[src/hw/rtl/f2p_pkg.sv]
// Shared types and constants for the float-to-PCM converter.
// No dependencies; the stage modules and the top level import this package.
package f2p_pkg;

  localparam logic [2:0] FMT_U8  = 3'd0;
  localparam logic [2:0] FMT_S8  = 3'd1;
  localparam logic [2:0] FMT_U16 = 3'd2;
  localparam logic [2:0] FMT_S16 = 3'd3;
  localparam logic [2:0] FMT_U32 = 3'd4;
  localparam logic [2:0] FMT_S32 = 3'd5;

  localparam logic [7:0] REG_FORMAT = 8'd0;
  localparam logic [7:0] REG_SWAP   = 8'd1;

  localparam logic [22:0] SCALE_32   = 23'h7F_FFFF;
  localparam logic [7:0]  EXP_ONE    = 8'd127;
  localparam logic [7:0]  EXP_UNITY  = 8'd119;
  localparam logic [24:0] LIM_32_POS = 25'd16777214;

  typedef struct packed {
    logic        neg;
    logic [7:0]  exp;
    logic [23:0] man;
    logic [46:0] prod;
    logic [2:0]  fmt;
    logic        swap;
    logic        eob;
  } s1_t;

  typedef struct packed {
    logic        neg;
    logic        sat;
    logic        zero;
    logic [31:0] q;
    logic [4:0]  sh;
    logic [2:0]  fmt;
    logic        swap;
    logic        eob;
  } s2_t;

  typedef struct packed {
    logic        neg;
    logic        sat;
    logic [31:0] mag;
    logic [2:0]  fmt;
    logic        swap;
    logic        eob;
  } s3_t;

endpackage

[src/hw/rtl/f2p_in_if.sv]
// Input item channel: valid/ready with the float sample payload.
// No dependencies.
interface f2p_in_if;
  logic        valid;
  logic        ready;
  logic [31:0] sample_bits;
  logic        end_of_block;
  modport source (output valid, sample_bits, end_of_block, input ready);
  modport sink   (input valid, sample_bits, end_of_block, output ready);
endinterface

[src/hw/rtl/f2p_out_if.sv]
// Result item channel: valid/ready with the PCM word payload.
// No dependencies.
interface f2p_out_if;
  logic        valid;
  logic        ready;
  logic [31:0] pcm_word;
  logic        block_end;
  modport source (output valid, pcm_word, block_end, input ready);
  modport sink   (input valid, pcm_word, block_end, output ready);
endinterface

[src/hw/rtl/f2p_cfg_if.sv]
// Configuration write channel: valid/ready with register index and data.
// No dependencies.
interface f2p_cfg_if;
  logic        valid;
  logic        ready;
  logic [7:0]  index;
  logic [31:0] data;
  modport source (output valid, index, data, input ready);
  modport sink   (input valid, index, data, output ready);
endinterface

[src/hw/rtl/f2p_decode.sv]
// Stage 1: NaN cleanup, field split and significand times (2^23-1).
// Depends on f2p_pkg.
module f2p_decode (
  input  logic              clk,
  input  logic              en,
  input  logic [31:0]       sample_bits,
  input  logic              end_of_block,
  input  logic [2:0]        fmt,
  input  logic              swap,
  output f2p_pkg::s1_t      s1_r
);
  import f2p_pkg::*;

  logic [31:0] clean;
  logic [23:0] man;
  s1_t         s1_nxt;

  always_comb begin
    clean = sample_bits;
    if ((&sample_bits[30:23]) && (|sample_bits[22:0])) begin
      clean = 32'd0;
    end
    man = {|clean[30:23], clean[22:0]};
    s1_nxt.neg  = clean[31];
    s1_nxt.exp  = clean[30:23];
    s1_nxt.man  = man;
    s1_nxt.prod = 47'(man) * 47'(SCALE_32);
    s1_nxt.fmt  = fmt;
    s1_nxt.swap = swap;
    s1_nxt.eob  = end_of_block;
  end

  always_ff @(posedge clk) begin
    if (en) begin
      s1_r <= s1_nxt;
    end
  end
endmodule

[src/hw/rtl/f2p_align.sv]
// Stage 2: single-precision rounding of the 47-bit product on the 32-bit
// path, saturation detection and shift amounts for both paths. Depends on f2p_pkg.
module f2p_align (
  input  logic         clk,
  input  logic         en,
  input  f2p_pkg::s1_t s1,
  output f2p_pkg::s2_t s2_r
);
  import f2p_pkg::*;

  s2_t              s2_nxt;
  logic [24:0]      rsig;
  logic             rup;
  logic signed [9:0] sf;
  logic [7:0]       lsh;

  always_comb begin
    s2_nxt.neg  = s1.neg;
    s2_nxt.fmt  = s1.fmt;
    s2_nxt.swap = s1.swap;
    s2_nxt.eob  = s1.eob;
    s2_nxt.sat  = 1'b0;
    s2_nxt.zero = 1'b0;
    s2_nxt.q    = 32'd0;
    s2_nxt.sh   = 5'd0;
    rsig = 25'd0;
    rup  = 1'b0;
    sf   = 10'sd0;
    lsh  = 8'd0;
    if (s1.fmt[2]) begin
      if (s1.prod[46]) begin
        rup  = s1.prod[22] && ((|s1.prod[21:0]) || s1.prod[23]);
        rsig = {1'b0, s1.prod[46:23]} + 25'(rup);
        sf   = 10'sd127 - signed'({2'b00, s1.exp});
      end else begin
        rup  = s1.prod[21] && ((|s1.prod[20:0]) || s1.prod[22]);
        rsig = {1'b0, s1.prod[45:22]} + 25'(rup);
        sf   = 10'sd128 - signed'({2'b00, s1.exp});
      end
      s2_nxt.q = {7'd0, rsig};
      if (sf <= 10'sd0) begin
        s2_nxt.sat = 1'b1;
      end else if (sf == 10'sd1) begin
        s2_nxt.sat = s1.neg ? rsig[24] : (rsig >= LIM_32_POS);
        s2_nxt.sh  = 5'd1;
      end else if (sf > 10'sd31) begin
        s2_nxt.zero = 1'b1;
      end else begin
        s2_nxt.sh = sf[4:0];
      end
    end else begin
      if (s1.exp >= EXP_ONE) begin
        s2_nxt.sat = 1'b1;
      end else if (s1.exp >= EXP_UNITY) begin
        lsh      = s1.exp - EXP_UNITY;
        s2_nxt.q = {8'd0, s1.man} << lsh[2:0];
      end else begin
        lsh      = EXP_UNITY - s1.exp;
        s2_nxt.q = {8'd0, s1.man};
        if (lsh > 8'd31) begin
          s2_nxt.zero = 1'b1;
        end else begin
          s2_nxt.sh = lsh[4:0];
        end
      end
    end
    if (s1.exp == 8'd0) begin
      s2_nxt.zero = 1'b1;
      s2_nxt.sat  = 1'b0;
    end
  end

  always_ff @(posedge clk) begin
    if (en) begin
      s2_r <= s2_nxt;
    end
  end
endmodule

[src/hw/rtl/f2p_round.sv]
// Stage 3: right shift with round to nearest, ties to even.
// Depends on f2p_pkg.
module f2p_round (
  input  logic         clk,
  input  logic         en,
  input  f2p_pkg::s2_t s2,
  output f2p_pkg::s3_t s3_r
);
  import f2p_pkg::*;

  s3_t         s3_nxt;
  logic [63:0] ext;
  logic        up;

  always_comb begin
    ext = {s2.q, 32'd0} >> s2.sh;
    up  = ext[31] && ((|ext[30:0]) || ext[32]);
    s3_nxt.neg  = s2.neg;
    s3_nxt.sat  = s2.sat;
    s3_nxt.mag  = s2.zero ? 32'd0 : (ext[63:32] + 32'(up));
    s3_nxt.fmt  = s2.fmt;
    s3_nxt.swap = s2.swap;
    s3_nxt.eob  = s2.eob;
  end

  always_ff @(posedge clk) begin
    if (en) begin
      s3_r <= s3_nxt;
    end
  end
endmodule

[src/hw/rtl/f2p_pack.sv]
// Stage 4: sign, saturation, format select, offset and byte swap; output
// register. Depends on f2p_pkg.
module f2p_pack (
  input  logic         clk,
  input  logic         en,
  input  f2p_pkg::s3_t s3,
  output logic [31:0]  pcm_word_r,
  output logic         block_end_r
);
  import f2p_pkg::*;

  logic [31:0] w;
  logic [31:0] w16;
  logic [23:0] w24;
  logic [15:0] h;
  logic [31:0] word;
  logic [31:0] pcm_word_nxt;

  always_comb begin
    w   = s3.neg ? (32'd0 - s3.mag) : s3.mag;
    w16 = s3.sat ? (s3.neg ? 32'h8000_0000 : 32'h7FFF_FFFF) : w;
    w24 = s3.sat ? (s3.neg ? 24'h80_0000 : 24'h7F_FFFF) : w[23:0];
    h    = 16'd0;
    word = 32'd0;
    case (s3.fmt)
      FMT_U8:  pcm_word_nxt = {24'd0, w16[31:24] ^ 8'h80};
      FMT_S8:  pcm_word_nxt = {24'd0, w16[31:24]};
      FMT_U16, FMT_S16: begin
        h = w16[31:16] ^ {(s3.fmt == FMT_U16), 15'd0};
        pcm_word_nxt = s3.swap ? {16'd0, h[7:0], h[15:8]} : {16'd0, h};
      end
      FMT_U32, FMT_S32: begin
        word = {w24 ^ {(s3.fmt == FMT_U32), 23'd0}, 8'd0};
        pcm_word_nxt = s3.swap ? {word[7:0], word[15:8], word[23:16], word[31:24]} : word;
      end
      default: pcm_word_nxt = 32'd0;
    endcase
  end

  always_ff @(posedge clk) begin
    if (en) begin
      pcm_word_r  <= pcm_word_nxt;
      block_end_r <= s3.eob;
    end
  end
endmodule

[src/hw/rtl/float_to_pcm_fixed_converter_core.sv]
// Top level of the float-to-PCM converter: config registers, valid chain
// and the four pipeline stages. Depends on f2p_pkg, the channel interfaces
// and f2p_decode, f2p_align, f2p_round, f2p_pack.
//
//   channel   dir  payload
//   in_chan   in   sample_bits[31:0], end_of_block
//   out_chan  out  pcm_word[31:0], block_end
//   cfg_chan  in   index[7:0], data[31:0] (always ready)
//
// One item per cycle is sustained while out_chan is ready. All stages advance
// together when the output register is empty or taken, so a stall freezes the
// whole pipeline in place.
// Reset clears the valid chain and sets format s16, no byte swap.
module float_to_pcm_fixed_converter_core (
  input  logic   clk,
  input  logic   rst_n,
  f2p_in_if.sink    in_chan,
  f2p_out_if.source out_chan,
  f2p_cfg_if.sink   cfg_chan
);
  import f2p_pkg::*;

  logic [2:0] fmt_r;
  logic       swap_r;
  logic       v1_r, v2_r, v3_r, v4_r;
  logic       adv;
  s1_t        s1_r;
  s2_t        s2_r;
  s3_t        s3_r;

  assign adv            = !v4_r || out_chan.ready;
  assign in_chan.ready  = adv;
  assign cfg_chan.ready = 1'b1;
  assign out_chan.valid = v4_r;

  always_ff @(posedge clk) begin
    if (!rst_n) begin
      fmt_r  <= FMT_S16;
      swap_r <= 1'b0;
    end else if (cfg_chan.valid) begin
      if (cfg_chan.index == REG_FORMAT) begin
        fmt_r <= cfg_chan.data[2:0];
      end else if (cfg_chan.index == REG_SWAP) begin
        swap_r <= cfg_chan.data[0];
      end
    end
  end

  always_ff @(posedge clk) begin
    if (!rst_n) begin
      v1_r <= 1'b0;
      v2_r <= 1'b0;
      v3_r <= 1'b0;
      v4_r <= 1'b0;
    end else if (adv) begin
      v1_r <= in_chan.valid;
      v2_r <= v1_r;
      v3_r <= v2_r;
      v4_r <= v3_r;
    end
  end

  f2p_decode u_decode (
    .clk          (clk),
    .en           (adv),
    .sample_bits  (in_chan.sample_bits),
    .end_of_block (in_chan.end_of_block),
    .fmt          (fmt_r),
    .swap         (swap_r),
    .s1_r         (s1_r)
  );

  f2p_align u_align (
    .clk  (clk),
    .en   (adv),
    .s1   (s1_r),
    .s2_r (s2_r)
  );

  f2p_round u_round (
    .clk  (clk),
    .en   (adv),
    .s2   (s2_r),
    .s3_r (s3_r)
  );

  f2p_pack u_pack (
    .clk         (clk),
    .en          (adv),
    .s3          (s3_r),
    .pcm_word_r  (out_chan.pcm_word),
    .block_end_r (out_chan.block_end)
  );

  a_stall_keeps: assert property (@(posedge clk) disable iff (!rst_n)
    (v2_r && !adv) |=> (v2_r && $stable(s2_r)))
    else $error("stage 2 item lost during stall");

  a_width8: assert property (@(posedge clk) disable iff (!rst_n)
    (v3_r && adv && (s3_r.fmt == FMT_U8 || s3_r.fmt == FMT_S8))
      |=> (out_chan.pcm_word[31:8] == 24'd0))
    else $error("8-bit item has upper bits set");

  a_width16: assert property (@(posedge clk) disable iff (!rst_n)
    (v3_r && adv && (s3_r.fmt == FMT_U16 || s3_r.fmt == FMT_S16))
      |=> (out_chan.pcm_word[31:16] == 16'd0))
    else $error("16-bit item has upper bits set");
endmodule
[src/flat_wrapper.sv]
// flat-port wrapper written by rule: the top's interface ports become plain ports
module float_to_pcm_fixed_converter_core_flat import f2p_pkg::*;
  (clk, rst_n, in_chan_valid, in_chan_sample_bits, in_chan_end_of_block, in_chan_ready, out_chan_valid, out_chan_pcm_word, out_chan_block_end, out_chan_ready, cfg_chan_valid, cfg_chan_index, cfg_chan_data, cfg_chan_ready);
  f2p_in_if in_chan_i ();
  f2p_out_if out_chan_i ();
  f2p_cfg_if cfg_chan_i ();
  input  logic clk;
  input  logic rst_n;
  input wire logic [$bits(in_chan_i.valid)-1:0] in_chan_valid;
  input wire logic [$bits(in_chan_i.sample_bits)-1:0] in_chan_sample_bits;
  input wire logic [$bits(in_chan_i.end_of_block)-1:0] in_chan_end_of_block;
  output wire logic [$bits(in_chan_i.ready)-1:0] in_chan_ready;
  output wire logic [$bits(out_chan_i.valid)-1:0] out_chan_valid;
  output wire logic [$bits(out_chan_i.pcm_word)-1:0] out_chan_pcm_word;
  output wire logic [$bits(out_chan_i.block_end)-1:0] out_chan_block_end;
  input wire logic [$bits(out_chan_i.ready)-1:0] out_chan_ready;
  input wire logic [$bits(cfg_chan_i.valid)-1:0] cfg_chan_valid;
  input wire logic [$bits(cfg_chan_i.index)-1:0] cfg_chan_index;
  input wire logic [$bits(cfg_chan_i.data)-1:0] cfg_chan_data;
  output wire logic [$bits(cfg_chan_i.ready)-1:0] cfg_chan_ready;
  assign in_chan_i.valid = in_chan_valid;
  assign in_chan_i.sample_bits = in_chan_sample_bits;
  assign in_chan_i.end_of_block = in_chan_end_of_block;
  assign in_chan_ready = in_chan_i.ready;
  assign out_chan_valid = out_chan_i.valid;
  assign out_chan_pcm_word = out_chan_i.pcm_word;
  assign out_chan_block_end = out_chan_i.block_end;
  assign out_chan_i.ready = out_chan_ready;
  assign cfg_chan_i.valid = cfg_chan_valid;
  assign cfg_chan_i.index = cfg_chan_index;
  assign cfg_chan_i.data = cfg_chan_data;
  assign cfg_chan_ready = cfg_chan_i.ready;
  float_to_pcm_fixed_converter_core u_core (.clk(clk), .rst_n(rst_n), .in_chan(in_chan_i), .out_chan(out_chan_i), .cfg_chan(cfg_chan_i));
endmodule
[config.mk]
export PLATFORM = sky130hd
export DESIGN_NAME = float_to_pcm_fixed_converter_core_flat
export DESIGN_NICKNAME = d
export VERILOG_FILES = /design/src/hw/rtl/f2p_pkg.sv /design/src/hw/rtl/f2p_in_if.sv /design/src/hw/rtl/f2p_out_if.sv /design/src/hw/rtl/f2p_cfg_if.sv /design/src/hw/rtl/f2p_decode.sv /design/src/hw/rtl/f2p_align.sv /design/src/hw/rtl/f2p_round.sv /design/src/hw/rtl/f2p_pack.sv /design/src/hw/rtl/float_to_pcm_fixed_converter_core.sv /design/src/flat_wrapper.sv
export SDC_FILE = /design/constraint.sdc
export NUM_CORES = 1
export LEC_CHECK = 0
export ABC_AREA = 1
export BUFFER_PORTS_ARGS = -buffer_cell sky130_fd_sc_hd__buf_4
export CAP_MARGIN = 10
export CORE_MARGIN = 10
export CORE_UTILIZATION = 38
export DETAILED_ROUTE_END_ITERATION = 6
export PLACE_DENSITY = 0.61
export SLEW_MARGIN = 5
export SYNTH_ARGS = -nofsm -noshare
export SYNTH_HDL_FRONTEND = slang
export SYNTH_SLANG_ARGS = --single-unit
export TNS_END_PERCENT = 30
[constraint.sdc]
create_clock -name clk -period 13.25 [get_ports clk]
set_input_delay 3.975 -clock clk [delete_from_list [all_inputs] [get_ports clk]]
set_output_delay 3.975 -clock clk [all_outputs]
set_load 0.1 [all_outputs]
### After elaboration in Yosys (flattened, before gate mapping)

Index checks and enable logic that the tools add are counted.

| storage, ports and cells | value |
|---|---|
| flip-flop bits (word level) | 210 |
| input port bits | 78 |
| output and inout bits | 36 |

| cells by class | value |
|---|---|
| $add $sub $neg | 8 |
| $mul | 1 |
| magnitude comparators | 6 |
| eq/ne operators | 7 |
| shifts and indexed selects | 2 |
| mux-type cells | 30 |
| bitwise gates (word level) | 5 |
| reduce and logical (&&, ||, !) cells | 23 |

Operators with widths:

| kind | count |
|---|---|
| two-way mux 32 bit | 5 |
| one-hot mux 32 bit (4 select lines) | 1 |
| right shift 64 x 5 -> 64 bit | 1 |
| adder 24 x 1 -> 25 bit | 2 |
| two-way mux 25 bit | 2 |
| two-way mux 24 bit | 2 |
| multiplier 24 x 23 -> 47 bit, second input constant | 1 |
| two-way mux 39 bit | 1 |
| two-way mux 38 bit | 1 |
| adder 32 x 1 -> 32 bit | 1 |
| left shift 24 x 3 -> 32 bit | 1 |
| subtractor 1 x 32 -> 32 bit, first input constant | 1 |
| two-way mux 31 bit | 1 |
| OR reduction 31 bit | 1 |
| greater-or-equal comparator 25 x 24 -> 1 bit, second input constant | 1 |
| two-way mux 5 bit | 5 |
| XOR 24 bit | 1 |
| OR reduction 23 bit | 1 |
| OR reduction 22 bit | 1 |
| OR reduction 21 bit | 1 |
| two-way mux 10 bit | 2 |
| greater-or-equal comparator 8 x 7 -> 1 bit, second input constant | 2 |
| zero test 8 bit | 2 |
| two-way mux 16 bit | 1 |
| other kinds (25) | 44 |

### Logic depth before layout (Yosys ltp)

Gate-level depths: netlist of run 1.

| depth | value |
|---|---|
| depth after elaboration | 11 |
| gate-level depth with buffers | 35 |
| gate-level depth less buffers | 34 |

### Cells and area by module

From an unflattened synthesis of run 1, not the netlist that was laid out.

| unflattened totals | value |
|---|---|
| cell total of the unflattened synthesis | 3612 |
| area total of the unflattened synthesis | 27532.7 um^2 |

By module, submodules not included:

| module | times used | cells each | area each (um^2) | seq. area each (um^2) |
|---|---|---|---|---|
| f2p_decode | 1 | 1681 | 14910.6 | 2522.4 |
| f2p_round | 1 | 698 | 4664.5 | 1171.1 |
| f2p_align | 1 | 728 | 4533.1 | 1321.3 |
| f2p_pack | 1 | 452 | 3035.4 | 991.0 |
| float_to_pcm_fixed_converter_core | 1 | 53 | 389.1 | 160.2 |

### Least setup slack after synthesis of run 1

OpenSTA, ideal clock, no wires.

| timing | value |
|---|---|
| path kind | input-to-output |
| start point | input out_chan_ready |
| end point | output in_chan_ready |
| arrival time | 8.525 ns |
| data required time | 9.275 ns |
| setup slack | 0.750 ns |
| stages on the path | 2 |
| cell sequence | nor2_1 -> inv_1 |

| between the ends | value |
|---|---|
| word-level cells in the longest chain between the ends | 1 |

Ends and longest elaborated chain:

| item | RTL line | text |
|---|---|---|
| start: declaration | flat_wrapper.sv:16 | `input wire logic [$bits(out_chan_i.ready)-1:0] out_chan_ready;` |
| logical OR 1 bit | float_to_pcm_fixed_converter_core.sv:31 | `assign adv = !v4_r \|\| out_chan.ready;` |
| end: declaration | flat_wrapper.sv:12 | `output wire logic [$bits(in_chan_i.ready)-1:0] in_chan_ready;` |

No other way between the ends.

==> results.toml, run 1 <==
[place]
port_buffers = 83
place.gp.congestion = 0.958
hpwlAfterDp_um = 62000
post-place-ws_ps = 898
dp_cells = 4182

[synth]
ys_ff_latch = 208
syn-cell-area_sq_um = 26000
synth_top_area_frac = 0.231
yosys.area.top_type = "edfxtp_1"
ys_seq_area_frac = 0.238
synthCells = 3267
synthFlopType = "edfxtp_1"
ys_top_cells_by_area = "edfxtp_1 (23%), fa_1 (22%), inv_1 (9.5%), nand2_1 (8.7%), ha_1 (7.7%)"
ys_async_sr_fraction = 0
syn_area_per_cell_sq_um = 7.95
syn_nets = 3789
synth.distinct_cells = 56
synth_edf_count = 200
ys_warn_count = 0

[status]
violations = "DRC"
status = "complete, but fails checks"

[routing]
vias = 21500
ant_nets = 0
viasPerCell = 5.09
firstDrtPassIters = 7
route.detailed.wl_per_inst_um = 17.4
drc = 3
drt_iter0_markers = 1728
wirelength_um = 73700

[die]
die_x_um = 281
die_y_um = 281
start_util = 0.385
dieArea_sq_um = 79200
num_rows = 95
ios = 114
core_sq_um = 67400

[critical_path]
critPathMaxFanout = 19
cp_slowest_cell = "fa_1"
r2r_slack_ps = 8900
crit_type = "in -> reg"
critPathBufInv = 9
critical_path_required_ps = 13520
endpoint_kind = "register"
cp.arrival_ps = 12030
crit_family = "adder cells"
crit_path_start_kind = "input pin"
slowest_delay_ps = 630

[sta]
fin_tns_setup_ps = 0
grt_setup_unrepaired = "no"
fin_crit_ps = 11750
worst_slew_pin_slew_ps = 1090
fin_skew_ps = 20.8
timing.final.crit_share = 0.887
slew_viol_final = 0
hold_violations = 0
fmax_ghz = 0.0851
fin_ws_ps = 1500
setup_violations = 0
max_slew_margin = 0.276

[clocking]
cts_tree = "yes"
numClockSinks = 208
post_cts_resized = 0
clk_pin_slew_ps = 60
cts-root-buf = "clkbuf_16"
hold_buffers = 0
clk_latency_ps = 530
cts_made_buffers = 23
htree_levels = 1
post_cts_buffers = 0
cts.path.max_buffers = 3

[flow_run]
cap_viol_max_count = 0

[layout]
final_common_cell = "inv_1"
layoutNonFillerInstCount = 4224
most-common-layout-cells = "inv_1 (654), nand2_1 (599), nand3_1 (352)"
areaGrowthSynthToFinish_pct = 9.10
nNetsFinal = 3856
drive_gt1_frac = 0.0850
antenna_cells = 0

[global_routing]
antenna_found_initial = 0
grt_overflow = 0
grt_pass1_wl_um = 118000
track_usage = 0.189
grt_max_degree = 82
grt_pass1_vias = 21800

[min_path]
min_path_type = "reg -> reg"
[registers in the layout, summed over array words and instances (netlist names)]
register                   count
u_core.fmt_r                   3
u_core.out_chan.valid          1
u_core.swap_r                  1
u_core.u_align.s2_r           44
u_core.u_decode.s1_r          84
u_core.u_pack.block_end_r      1
u_core.u_pack.pcm_word_r      32
u_core.u_round.s3_r           39
u_core.v1_r                    1
u_core.v2_r                    1
u_core.v3_r                    1
[worst register-to-register path, cell delays in order (launching register included)]
cell and delay [ps]:
edfxtp_1 1010, inv_1 650, ha_1 1070, inv_1 570
o21ai_0 400, nand2_1 90, a21oi_1 160, o22ai_1 110
[final timing paths]
check,from,to,cells after the start
worst max register to register,u_core.u_decode.s1_r[76],u_core.u_align.s2_r[30],7
worst min register to register,u_core.u_decode.s1_r[3],u_core.u_align.s2_r[3],0
worst max-delay path,in_chan_sample_bits[7],u_core.u_decode.s1_r[47],33
worst min-delay path,u_core.u_decode.s1_r[3],u_core.u_align.s2_r[3],0
[logic make-up after synthesis]
| logic type | count (synthesis) | synth area share |
|---|---|---|
| xor gates and xnor gates | 74 | 0.0250 |
| other | 2 | 0.000289 |
| AOI/OAI and AO/OA | 372 | 0.0806 |
| and+or+nand+nor | 1408 | 0.245 |
| adders and majority gates | 444 | 0.296 |
| muxes | 8 | 0.00308 |
| DFF | 208 | 0.238 |
| buffers and inverters | 751 | 0.112 |
[metrics by stage]
stage          cell area, sq um  utilization  hold WS, ps
2_1_floorplan             26000            -          400
3_3_place_gp              27600        0.409          401
3_5_place_dp              27600        0.409          405
4_1_cts                   28300        0.420          418
5_1_grt                   28300        0.420          425
6_report                  28300        0.420          416
[metal layers]
layer | vias to the layer above | GRT usage | share of wire
li1 | 10600 | - | -
met2 | 560 | 0.331 | 0.49
met1 | 10200 | 0.239 | 0.43
met5 | - | 0 | 0
met4 | 0 | 0.0573 | 0.032
met3 | 101 | 0.0227 | 0.049
[final cells by class]
type,instances,area (sq um)
Fill cell,6838,39100
Multi-Input combinational cell,2308,16900
Sequential cell,208,6170
Inverter,670,2520
Tap cell,873,1090
Timing Repair Buffer,123,923
Clock buffer,25,593
Clock inverter,17,141
[Yosys cell counts (39+ instances only)]
library cell / count
nand4_1: 39
nand3_1: 352
xor2_1: 48
edfxtp_1: 200
nand2_1: 599
fa_1: 285
clkbuf_1: 42
a21oi_1: 122
nor2_1: 254
nand2_2: 46
o21ai_0: 154
inv_1: 655
ha_1: 159
Power of run 1 is left out: the tool's default activity adds up to more than one toggle a clock period on the data nets, which glitch-free logic cannot reach.
==> run 2: changes to the inputs <==
- REMOVE_ABC_BUFFERS: unset -> 1
==> run 2 against run 1 <==
Against the previous run:
- the run still ends with DRC left
- via count barely moved
- critical path type unchanged
- setup slack got worse by 460 ps
- register-to-register slack got worse by 70 ps
==> results.toml, run 2 (synthesis results as in run 1) <==
[sta]
worst_slew_pin_slew_ps = 1110
fmax_ghz = 0.0819
max_slew_margin = 0.263
timing.final.crit_share = 0.922
setup_violations = 0
fin_tns_setup_ps = 0
slew_viol_final = 0
grt_setup_unrepaired = "no"
fin_crit_ps = 12210
hold_ws_ps = 419
hold_violations = 0
fin_skew_ps = 15.8

[global_routing]
antenna_found_initial = 1
grt_pass1_vias = 21500
grt_overflow = 0
grt_pass1_wl_um = 117000
track_usage = 0.186
grt_max_degree = 74

[critical_path]
crit_type = "in -> reg"
critPathMaxFanout = 17
crit_path_start_kind = "input pin"
slowest_delay_ps = 730
timing.rr.start = "u_core.u_decode.s1_r[76]"
critical_path_required_ps = 13520
cp_slowest_cell = "nor4_1"
cp.arrival_ps = 12490
endpoint_kind = "register"
crit_start = "in_chan_sample_bits[7]"

[place]
place.gp.congestion = 0.947
hpwlAfterDp_um = 61700
port_buffers = 83
dpl_cell_area_sq_um = 27600

[layout]
drive_gt1_frac = 0.0833
largest_register_ffs = 84
register_area_sq_um = 6170
areaGrowthSynthToFinish_pct = 9.13
post-route-util = 0.420
final_common_cell = "inv_1"
most-common-layout-cells = "inv_1 (654), nand2_1 (599), nand3_1 (352)"
nNetsFinal = 3855
multiInputGateArea_sq_um = 16900
final_area_sq_um = 28300
antenna_cells = 0
fill_cells = 6805
reg_top3 = "u_core.u_decode.s1_r: 84 flops, u_core.u_align.s2_r: 44 flops, u_core.u_round.s3_r: 39 flops"
top_register = "u_core.u_decode.s1_r"

[routing]
vias = 21500
ant_nets = 0
route.detailed.wl_per_inst_um = 17.4
drc = 4
wirelength_um = 73300
drt_iter0_markers = 1631
viasPerCell = 5.09
firstDrtPassIters = 7

[clocking]
cts-root-buf = "clkbuf_16"
htree_levels = 1
cts_made_buffers = 24
clk_pin_slew_ps = 60
hold_buffers = 0
post_cts_resized = 0
clk_latency_ps = 550
cts.path.max_buffers = 3
post_cts_buffers = 0
numClockSinks = 208
cts_tree = "yes"

[die]
dieArea_sq_um = 79200
die_x_um = 281
num_rows = 95
die_y_um = 281
ios = 114
start_util = 0.385
core_sq_um = 67400

[min_path]
min_path_type = "reg -> reg"
hold_path.startpoint = "u_core.u_align.s2_r[1]"

[status]
violations = "DRC"
status = "complete, but fails checks"

[flow_run]
cap_viol_max_count = 0
run 2: cell type report:
class	instances	share of cell area
repair buffers	121	0.0321
inverters	670	0.0890
multi-input cells	2308	0.596
clock inverters	16	0.00517
well taps	873	0.0386
clock buffers	27	0.0216
flip-flops and latches	208	0.218
run 2: worst max-delay path, delay by kind of cell:
family / cells / cell delay [ps]
AOI/OAI and AO/OA: 2 / 510
xor gates and xnor gates: 1 / 110
adders and majority gates: 8 / 4250
buffers and inverters: 11 / 1300
and+or+nand+nor: 11 / 2310
run 2: final timing paths:
check	cells after the start	endpoint	slack (ps)
worst max-delay path	33	u_core.u_decode.s1_r[48]	1040
worst min-delay path	0	u_core.u_round.s3_r[1]	420
worst max register to register	8	u_core.u_align.s2_r[14]	8830
worst min register to register	0	u_core.u_round.s3_r[1]	420
run 2: metal layers:
layer	routed length [um]	track usage
met5	0	0
met4	2290	0.0542
met3	3440	0.0195
met2	36700	0.333
met1	30800	0.233
run 2: stage by stage:
step	cells	setup slack [ps]
after floorplan	3186	750
after global placement	4180	495
after detailed placement	4180	460
after CTS	4223	1020
after global routing	4223	419
final	4223	1040
Power of run 2 is left out for the same reason.
==> run 3: changes to the inputs <==
- ABC_AREA: 1 -> unset
- REMOVE_ABC_BUFFERS: 1 -> unset
==> run 3 against run 2 <==
Against the previous run:
- the flow now finishes without violations
- cell area down 2.4%
- clock-buffer cell count up 4
- setup slack better by 220 ps
- global-route usage down 0.79 points
- first-iteration DRC count up 14%
- synthesized area down 1.8%
- via count down 10%
- non-clock buffer count up 1
- sequential share of layout area up 0.54 points
- die area down 1.7%
- utilization down 0.21 points
- critical path depth down 7
- largest cell class unchanged
- highest routed layer is now met5
==> results.toml, run 3 <==
[status]
status = "completed"

[critical_path]
timing.rr.start = "u_core.u_align.s2_r[5]"
ff2ff_path_depth = 9
endpoint_kind = "register"
endpoint = "u_core.u_decode.s1_r[51]"
crit_path_start_kind = "input pin"
critical_path_required_ps = 13490
r2r_slack_ps = 8710
critPathMaxFanout = 13
r2r-end = "u_core.u_round.s3_r[34]"
crit_start = "in_chan_sample_bits[3]"
cp.arrival_ps = 12240
crit_type = "in -> reg"

[synth]
ys_warn_count = 0
synth_top_area_frac = 0.236
synthXorXnorAreaFrac = 0.0333
synth.distinct_cells = 86
ys_ff_latch = 208
synth_top_family_by_area = "adder cells"
syn_area_per_cell_sq_um = 9.72
ys_seq_area_frac = 0.242
synth_compound_area_frac = 0.119
yosysMostFrequentCell = "inv_1"
synthCells = 2623
synthSimpleGateAreaFrac = 0.135
ys_top_cells_by_area = "edfxtp_1 (24%), fa_1 (22%), ha_1 (7.8%), inv_1 (6.6%), nor2_1 (2.8%)"
synthFlopType = "edfxtp_1"
synth_edf_count = 200
syn-cell-area_sq_um = 25500
synth_commonest_cells = "inv_1 (450), fa_1 (285), edfxtp_1 (200)"
ys_async_sr_fraction = 0
syn_nets = 3145
synth.area.mux_share = 0.0810
yosys.area.top_type = "edfxtp_1"
synth_fa_ha_area_frac = 0.302

[die]
die_x_um = 279
start_util = 0.386
dieArea_sq_um = 77900
core_sq_um = 66100
num_rows = 94
ios = 114
die_y_um = 279

[min_path]
hold_depth = 0
min_path_type = "reg -> reg"

[layout]
areaGrowthSynthToFinish_pct = 8.44
drive_gt1_frac = 0.0899
final_common_cell = "inv_1"
top_register = "u_core.u_decode.s1_r"
reg_top3 = "u_core.u_decode.s1_r: 84 flops, u_core.u_align.s2_r: 44 flops, u_core.u_round.s3_r: 39 flops"
nNetsFinal = 3176
antenna_cells = 0
largest_register_ffs = 84
final_area_sq_um = 27600
most-common-layout-cells = "inv_1 (449), fa_1 (285), edfxtp_1 (200)"

[sta]
slew_viol_final = 0
hold_violations = 0
timing.final.crit_share = 0.905
fin_skew_ps = 16.9
hold_ws_ps = 416
fin_crit_ps = 12000
max_slew_margin = 0.263
grt_setup_unrepaired = "no"
fmax_ghz = 0.0834
worst_slew_pin_slew_ps = 1100
setup_violations = 0
fin_tns_setup_ps = 0

[global_routing]
grt_pass1_vias = 19800
grt_pass1_wl_um = 111000
grt_max_degree = 88
track_usage = 0.178
antenna_found_initial = 4
grt_overflow = 0

[routing]
firstDrtPassIters = 6
vias = 19400
ant_nets = 0
route.detailed.wl_per_inst_um = 19.8
wirelength_um = 69900
viasPerCell = 5.48
drt_iter0_markers = 1859
drc = 0

[place]
dpl_cell_area_sq_um = 27000
place.gp.congestion = 0.944
port_buffers = 83
hpwlAfterDp_um = 58200

[clocking]
post_cts_buffers = 0
cts.path.max_buffers = 3
numClockSinks = 208
post_cts_resized = 0
cts_made_buffers = 21
cts_tree = "yes"
cts-root-buf = "clkbuf_16"
clk_latency_ps = 520
clk_pin_slew_ps = 60
htree_levels = 1
hold_buffers = 0

[flow_run]
cap_viol_max_count = 0
run 3: metal layers:
metal  share of wire  vias to the layer above  GRT usage
met5         0.00046                        -          0
met3           0.043                      132     0.0156
li1                -                     9107          -
met4           0.035                        4     0.0652
met1            0.41                     9544      0.221
met2            0.51                      578      0.319
run 3: kinds of logic after synthesis:
group | Yosys count
AND/OR/NAND/NOR | 696
XOR/XNOR | 97
multiplexers | 141
flip-flops | 208
other | 2
adder cells (fa/ha/maj) | 444
buffers and inverters | 567
AO/OA/AOI/OAI | 468
run 3: how the worst min path moves through the flow:
stage | end | start | slack [ps]
4_1_cts | u_core.u_align.s2_r[3] | u_core.u_decode.s1_r[3] | 420
6_report | u_core.u_round.s3_r[2] | u_core.u_align.s2_r[2] | 420
3_3_place_gp | u_core.u_round.s3_r[3] | u_core.u_align.s2_r[3] | 400
2_1_floorplan | u_core.u_align.s2_r[0] | u_core.u_decode.s1_r[0] | 400
3_5_place_dp | u_core.u_align.s2_r[3] | u_core.u_decode.s1_r[3] | 400
5_1_grt | u_core.u_round.s3_r[1] | u_core.u_align.s2_r[1] | 420
run 3: area by class of cell:
cell class	count	area (sq um)
Fill cell	6473	38500
Sequential cell	208	6170
Timing Repair Buffer	122	916
Clock buffer	31	604
Clock inverter	7	40.0
Multi-Input combinational cell	1848	17100
Tap cell	864	1080
Inverter	453	1710
run 3: metrics by stage:
stage / utilization / std cells / worst slack (ps)
global route: 0.418 / 3533 / 720
finish: 0.418 / 3533 / 1250
global placement: 0.409 / 3495 / 870
CTS: 0.418 / 3533 / 1250
detailed placement: 0.409 / 3495 / 713
floorplan: - / 2623 / 675
run 3: worst max-delay path, cell delays in order:
cell     delay, ps
buf_4          120
nor4_1         500
nand4_1        190
o21ai_2        190
buf_4          200
and2_1         460
fa_1           630
fa_1           660
inv_1           90
fa_1           490
fa_1           510
inv_1           60
fa_1           500
fa_1           540
inv_1           50
fa_1           520
inv_1           40
ha_1           420
and3_1         290
and4_1         260
nand4_1        100
a31oi_1        340
nor2_1         190
o41ai_1        580
o41ai_1        140
xnor2_1        170
Power of run 3 is left out for the same reason.
